**src/hw/rtl/fct_pkg.sv**
```systemverilog
// fct_pkg: shared types and constants for the frustum cull test
// plane register layout, per-request control bundle, register indexes
// no dependencies
`default_nettype none

package fct_pkg;

    localparam int CoefWidth  = 14;
    localparam int DWidth     = 22;
    localparam int FracShift  = 12;
    localparam int PlaneRegs  = 6;
    localparam int RegIdxBits = 3;

    localparam logic [RegIdxBits-1:0] REG_SHAPE_MODE = 3'd0;
    localparam logic [RegIdxBits-1:0] REG_PLANE_0    = 3'd1;
    localparam logic [RegIdxBits-1:0] REG_PLANE_1    = 3'd2;
    localparam logic [RegIdxBits-1:0] REG_PLANE_2    = 3'd3;
    localparam logic [RegIdxBits-1:0] REG_PLANE_3    = 3'd4;
    localparam logic [RegIdxBits-1:0] REG_PLANE_4    = 3'd5;
    localparam logic [RegIdxBits-1:0] REG_PLANE_5    = 3'd6;

    localparam logic SHAPE_SPHERE = 1'b0;
    localparam logic SHAPE_BOX    = 1'b1;

    // bits 63:42 d, 41:28 c, 27:14 b, 13:0 a
    typedef struct packed {
        logic signed [DWidth-1:0]    d;
        logic signed [CoefWidth-1:0] c;
        logic signed [CoefWidth-1:0] b;
        logic signed [CoefWidth-1:0] a;
    } plane_t;

    typedef struct packed {
        logic valid;
        logic last;
        logic visible;
    } ctl_t;

endpackage

`default_nettype wire

```
**src/hw/rtl/fct_cell.sv**
```systemverilog
// fct_cell: one plane test of the culling chain, two register stages
// stage a forms the three coefficient products, stage b sums and compares
// depends on fct_pkg
`default_nettype none

module fct_cell #(
    parameter int CoordWidth = 24
) (
    input  wire                              clk,
    input  wire                              rst_n,
    input  wire                              adv,
    input  wire                              mode,
    input  wire  fct_pkg::plane_t            plane,
    input  wire  fct_pkg::ctl_t              ctl_in,
    input  wire  [2:0][CoordWidth-1:0]       ctr_in,
    input  wire  [CoordWidth-2:0]            rad_in,
    input  wire  [2:0][CoordWidth-1:0]       lo_in,
    input  wire  [2:0][CoordWidth-1:0]       hi_in,
    output fct_pkg::ctl_t                    ctl_out,
    output logic [2:0][CoordWidth-1:0]       ctr_out,
    output logic [CoordWidth-2:0]            rad_out,
    output logic [2:0][CoordWidth-1:0]       lo_out,
    output logic [2:0][CoordWidth-1:0]       hi_out
);

    import fct_pkg::*;

    localparam int ProdWidth = CoefWidth + CoordWidth;
    localparam int DScaled   = DWidth + FracShift;
    localparam int SumWidth  = ((ProdWidth > DScaled) ? ProdWidth : DScaled) + 3;

    logic signed [CoefWidth-1:0]  coef [3];
    logic signed [CoordWidth-1:0] sel  [3];
    logic signed [ProdWidth-1:0]  prod [3];

    logic signed [ProdWidth-1:0]  prod_reg [3];
    ctl_t                         ctl_a_reg;
    logic [2:0][CoordWidth-1:0]   ctr_a_reg;
    logic [CoordWidth-2:0]        rad_a_reg;
    logic [2:0][CoordWidth-1:0]   lo_a_reg;
    logic [2:0][CoordWidth-1:0]   hi_a_reg;

    ctl_t                         ctl_b_reg;
    ctl_t                         ctl_b_next;
    logic [2:0][CoordWidth-1:0]   ctr_b_reg;
    logic [CoordWidth-2:0]        rad_b_reg;
    logic [2:0][CoordWidth-1:0]   lo_b_reg;
    logic [2:0][CoordWidth-1:0]   hi_b_reg;

    logic signed [SumWidth-1:0]   d_term;
    logic signed [SumWidth-1:0]   r_term;
    logic signed [SumWidth-1:0]   sum;
    logic                         reject;

    // stage a: pick the coordinate per axis, then one product per axis
    always_comb
    begin
        coef[0] = plane.a;
        coef[1] = plane.b;
        coef[2] = plane.c;
        for (int k = 0; k < 3; k++)
        begin
            if (mode == SHAPE_SPHERE)
            begin
                sel[k] = $signed(ctr_in[k]);
            end
            else if (!coef[k][CoefWidth-1])
            begin
                // farthest corner along a non-negative coefficient: larger bound
                sel[k] = ($signed(lo_in[k]) > $signed(hi_in[k])) ?
                         $signed(lo_in[k]) : $signed(hi_in[k]);
            end
            else
            begin
                sel[k] = ($signed(lo_in[k]) < $signed(hi_in[k])) ?
                         $signed(lo_in[k]) : $signed(hi_in[k]);
            end
            prod[k] = ProdWidth'(coef[k]) * ProdWidth'(sel[k]);
        end
    end

    always_ff @(posedge clk or negedge rst_n)
    begin
        if (!rst_n)
        begin
            ctl_a_reg <= '0;
            ctl_b_reg <= '0;
        end
        else if (adv)
        begin
            ctl_a_reg <= ctl_in;
            ctl_b_reg <= ctl_b_next;
        end
    end

    always_ff @(posedge clk)
    begin
        if (adv)
        begin
            for (int k = 0; k < 3; k++)
            begin
                prod_reg[k] <= prod[k];
            end
            ctr_a_reg <= ctr_in;
            rad_a_reg <= rad_in;
            lo_a_reg  <= lo_in;
            hi_a_reg  <= hi_in;
            ctr_b_reg <= ctr_a_reg;
            rad_b_reg <= rad_a_reg;
            lo_b_reg  <= lo_a_reg;
            hi_b_reg  <= hi_a_reg;
        end
    end

    // stage b: plane value plus d, and plus radius in sphere mode
    always_comb
    begin
        d_term = SumWidth'(plane.d) <<< FracShift;
        r_term = '0;
        if (mode == SHAPE_SPHERE)
        begin
            r_term = $signed(SumWidth'({1'b0, rad_a_reg})) <<< FracShift;
        end
        sum = SumWidth'(prod_reg[0]) + SumWidth'(prod_reg[1]) + SumWidth'(prod_reg[2])
            + d_term + r_term;
        if (mode == SHAPE_BOX)
        begin
            reject = sum[SumWidth-1];
        end
        else
        begin
            reject = sum[SumWidth-1] || (sum == '0);
        end
        ctl_b_next         = ctl_a_reg;
        ctl_b_next.visible = ctl_a_reg.visible && !reject;
    end

    assign ctl_out = ctl_b_reg;
    assign ctr_out = ctr_b_reg;
    assign rad_out = rad_b_reg;
    assign lo_out  = lo_b_reg;
    assign hi_out  = hi_b_reg;

    // a request already rejected upstream never turns visible again
    a_vis_monotonic: assert property (@(posedge clk) disable iff (!rst_n)
        adv && ctl_a_reg.valid && !ctl_a_reg.visible |=> !ctl_b_reg.visible)
        else $error("fct_cell: rejected request became visible");

    // a request in stage a reaches stage b when the chain moves
    a_stage_moves: assert property (@(posedge clk) disable iff (!rst_n)
        adv && ctl_a_reg.valid |=> ctl_b_reg.valid)
        else $error("fct_cell: request lost between stages");

    // a held chain keeps both stages' control
    a_hold: assert property (@(posedge clk) disable iff (!rst_n)
        !adv |=> $stable(ctl_a_reg) && $stable(ctl_b_reg))
        else $error("fct_cell: control changed while chain held");

endmodule

`default_nettype wire

```
**config.mk**
```make
export PLATFORM = sky130hd
export DESIGN_NAME = fct_cell
export DESIGN_NICKNAME = d
export VERILOG_FILES = /design/src/hw/rtl/fct_pkg.sv /design/src/hw/rtl/fct_cell.sv
export SDC_FILE = /design/constraint.sdc
export NUM_CORES = 2
export LEC_CHECK = 0
export BUFFER_PORTS_ARGS = -buffer_cell sky130_fd_sc_hd__buf_2
export CAP_MARGIN = 0
export CORE_AREA = 2 2 376 378
export CTS_BUF_LIST = sky130_fd_sc_hd__clkbuf_4
export DETAILED_ROUTE_END_ITERATION = 8
export DIE_AREA = 0 0 378 380
export PLACE_DENSITY = 0.65
export SYNTH_ARGS = -nofsm -noshare
export SYNTH_HDL_FRONTEND = slang
export SYNTH_SLANG_ARGS = --single-unit
```
**constraint.sdc**
```tcl
create_clock -name clk -period 4.5 [get_ports clk]
set_input_delay 0.45 -clock clk [delete_from_list [all_inputs] [get_ports clk]]
set_output_delay 0.45 -clock clk [all_outputs]
set_load 0.02 [all_outputs]
```
==> Flow_metrics.wiki <==
{| class="wikitable"
! Metric !! Value
|-
| Source-to-sink clock delay at the later pin of the worst-skew pair || about 1.2 ns
|-
| Total clock buffers created by CTS || ~160
|-
| Setup slack after layout || -3.52 ns
|-
| Initial standard-cell utilization of the core || between 40% and 50%
|-
| GRT met2 Usage || between 40% and 50%
|-
| Fmax achieved || 0.125 GHz
|-
| Async set-or-reset flop fraction in the synthesized netlist || around 1%
|-
| Yosys cell types || 77
|-
| Most frequently used flop master after synthesis || edfxtp_1
|-
| Max-capacitance violation count || 0
|-
| Final critical-path required period || about 8 ns
|-
| WL final || 188 mm
|-
| Via count of the routed design || around 50000
|-
| Area fraction of the dominant cell type after synthesis || between 30% and 40%
|-
| Critical path destination || prod_reg[0][112]
|-
| CTS H-tree depth || 4
|-
| I/O pins || ~550
|-
| Required time of the critical path || about 5.4 ns
|-
| Share of synthesized area occupied by flip-flops and latches || between 20 and 30%
|-
| Worst Tran Pin Value || around 0.91 ns
|-
| Via density || 5.03
|-
| Area added between synthesis and finish || 40.2%
|-
| Number of global-route vias before repair || ~54000
|-
| Critical path launch point || hi_in[57]
|-
| Largest driver fanout on the critical path || 8
|-
| Warning count from the yosys run || 0
|-
| First-pass iteration count of the detailed router || 5
|-
| Clock Tree Buf Depth || 3
|-
| Arrival time of the worst setup path || slightly below 9 ns
|-
| Outcome || complete, but fails checks
|-
| Placer congestion estimate || between 0.9 and 1
|-
| Kind of path behind the tightest hold check || input pin to register
|-
| Post-synthesis average cell area || roughly 11 um2
|-
| Fillcell total || between 10000 and 15000
|-
| Number of cells on the worst reg-to-reg path || 20
|-
| Area contributors post-synth || fa_1 33%, edfxtp_1 28%, ha_1 7.9%
|-
| Count of final hold-check violations || 0
|-
| Worst hold slack || approximately 0.14 ns
|-
| Violations in the final reports || negative setup slack
|-
| Final period utilization || 178%
|-
| Clock tree from TritonCTS || built
|-
| First-pass GRT wire length || roughly 290 mm
|-
| Detailed router's first-iteration violation count || 2919
|-
| Horiz. Die Dim || 378 um
|-
| Syn_nets || around 7500
|-
| Number of flops mapped to enable cells by yosys || 592
|-
| Largest stage delay, worst path || between 0.5 and 0.6 ns
|-
| Critical path start-end classification || input pin to register
|-
| Crit-path slowest cell || fa_2
|-
| Number of instances in the synthesized netlist || 5725
|-
| RSZ-0062 raised after global routing || yes
|-
| Average routed wire per standard cell || between 15 and 20 um
|-
| Cell occurring most often along the worst timing path || fa_1
|-
| Number of flip-flops under the largest register name || roughly 110
|-
| Root buffer selected by CTS || clkbuf_4
|-
| Worst setup skew after layout || ~0.11 ns
|-
| Pin count of the biggest net entering global routing || between 100 and 150
|-
| Capturing element type of the critical path || register
|-
| Placeable core region || 0.139 mm2
|-
| Leading post-synthesis cells by instance count || 1177 x inv_1, 1034 x fa_1, 593 x nand2_1
|-
| Proportion of layout cells with a drive suffix above 1 || 35.8%
|-
| Layout net count || between 9000 and 10000
|-
| Setup crit start kind || input pin
|-
| Count leader, synth || inv_1
|-
| Clock edge transition at the registers on the reported setup and hold paths || around 0.070 ns
|-
| Total gr overflow || 0
|-
| Post-synthesis instance area || 0.0625 mm2
|-
| Worst setup slack for register-to-register paths || -0.96 ns
|-
| Final-report setup violation count || roughly 100
|-
| Reg-to-reg critical path endpoint || ctl_out[0]
|-
| Relative max-transition margin || 39.3%
|-
| Chip height || approximately 380 um
|-
| Top cell type by total area after synthesis || fa_1
|-
| Met1 capacity usage during global routing || between 30 and 40%
|-
| Final ANT Viol Nets || 0
|-
| Busiest grt layer || met2
|-
| Number of rows in the core area || 137
|-
| Fin. max-slew vios || 0
|-
| Number of antenna violations at the first check in global routing || between 40 and 50
|-
| Buffers on Ports || about 550
|-
| Overall track demand over capacity in global routing || 26.4%
|-
| Startpoint of the lowest-slack register-to-register path || rad_a_reg[9]
|-
| Met3 GRT Util || under 10%
|-
| CTS Sinks || roughly 600
|-
| Flop and latch count out of synthesis || ~600
|-
| DP Wirelength || 144 mm
|-
| Area enclosed by the die boundary || around 0.14 mm2
|-
| Remaining design rule violation count || 0
|}
[layer usage]
metal	wire, um	share of wire, %
met5	161	0.086
met4	6440	3.4
met3	12700	6.8
met2	92800	49
met1	76000	40
[layout by cell type (no fill, tap or decap), drive strengths merged, types with 85 or more instances in the layout]
cell	instances
buf	1819
inv	1184
fa	1034
nand2	593
edfxtp	592
and2	438
ha	396
dlygate4sd3	348
clkbuf	234
nor2	184
a21oi	180
xnor2	111
mux2i	102
o21ai	85
[how the worst min path moves through the flow]
stage               endpoint  cells past startpoint        from
3_5_place_dp    ctl_a_reg[0]                      1       rst_n
2_1_floorplan   ctl_a_reg[0]                      0       rst_n
4_1_cts         ctr_a_reg[9]                      3   ctr_in[9]
6_report        lo_a_reg[44]                      3   lo_in[44]
3_3_place_gp    ctl_a_reg[0]                      1       rst_n
5_1_grt        ctr_a_reg[28]                      2  ctr_in[28]
[critical path, delay by kind of cell]
family / cells / cell delay, ns
fa+ha+maj: 8 / 3.51
compound gates: 14 / 2.72
buf+inv: 10 / 0.94
simple gates: 5 / 0.63
mux: 2 / 0.55
xor+xnor: 1 / 0.08
[stage by stage]
step	setup slack (ns)	utilization, %	instances	instance area (um2)	TNS (ns)
2_1_floorplan	-4.17	-	5725	64200	-293.82
3_3_place_gp	-4.94	55.1	9047	76700	-384.17
3_5_place_dp	-5.02	55.1	9047	76700	-393.85
6_report	-3.52	63.0	9865	87700	-262.19
5_1_grt	-3.80	63.0	9861	87700	-278.35
4_1_cts	-3.22	61.3	9784	85300	-233.91
[cell families (layout without fill, tap and decap cells)]
kind of cell	count (synthesis)	after routing	synth area share [%]
AND/OR/NAND/NOR	1477	1477	11.6
buffers and inverters	1392	3626	8.64
flip-flops	598	598	28.7
multiplexers	109	109	1.78
adder cells (fa/ha/maj)	1430	1430	41.0
XOR/XNOR	139	139	1.95
AO/OA/AOI/OAI	580	584	6.38
other	0	26	0
[layout make-up]
cell class,instances,area (um2),area share [%]
diodes,26,65.1,0.0742
clock buffers,233,1750,1.99
clock inverters,48,294,0.335
inverters,1177,4460,5.09
multi-input cells,3739,43800,50.0
flip-flops and latches,598,17900,20.4
well taps,1876,2350,2.68
repair buffers,2168,17000,19.4
[repair_timing]
| action | in CTS | in global routing |
|---|---|---|
| hold endpoints to repair | 362 | 0 |
| buffers inserted | 123 | 87 |
| gates cloned | 9 | 2 |
| endpoints found under the setup margin | 103 | 104 |
| hold buffers | 348 | 0 |
| gates resized for setup | 478 | 442 |
| pin swaps | 245 | 311 |
Power is left out: the tool's default activity adds up to more than one toggle a clock period on the data nets, which glitch-free logic cannot reach.
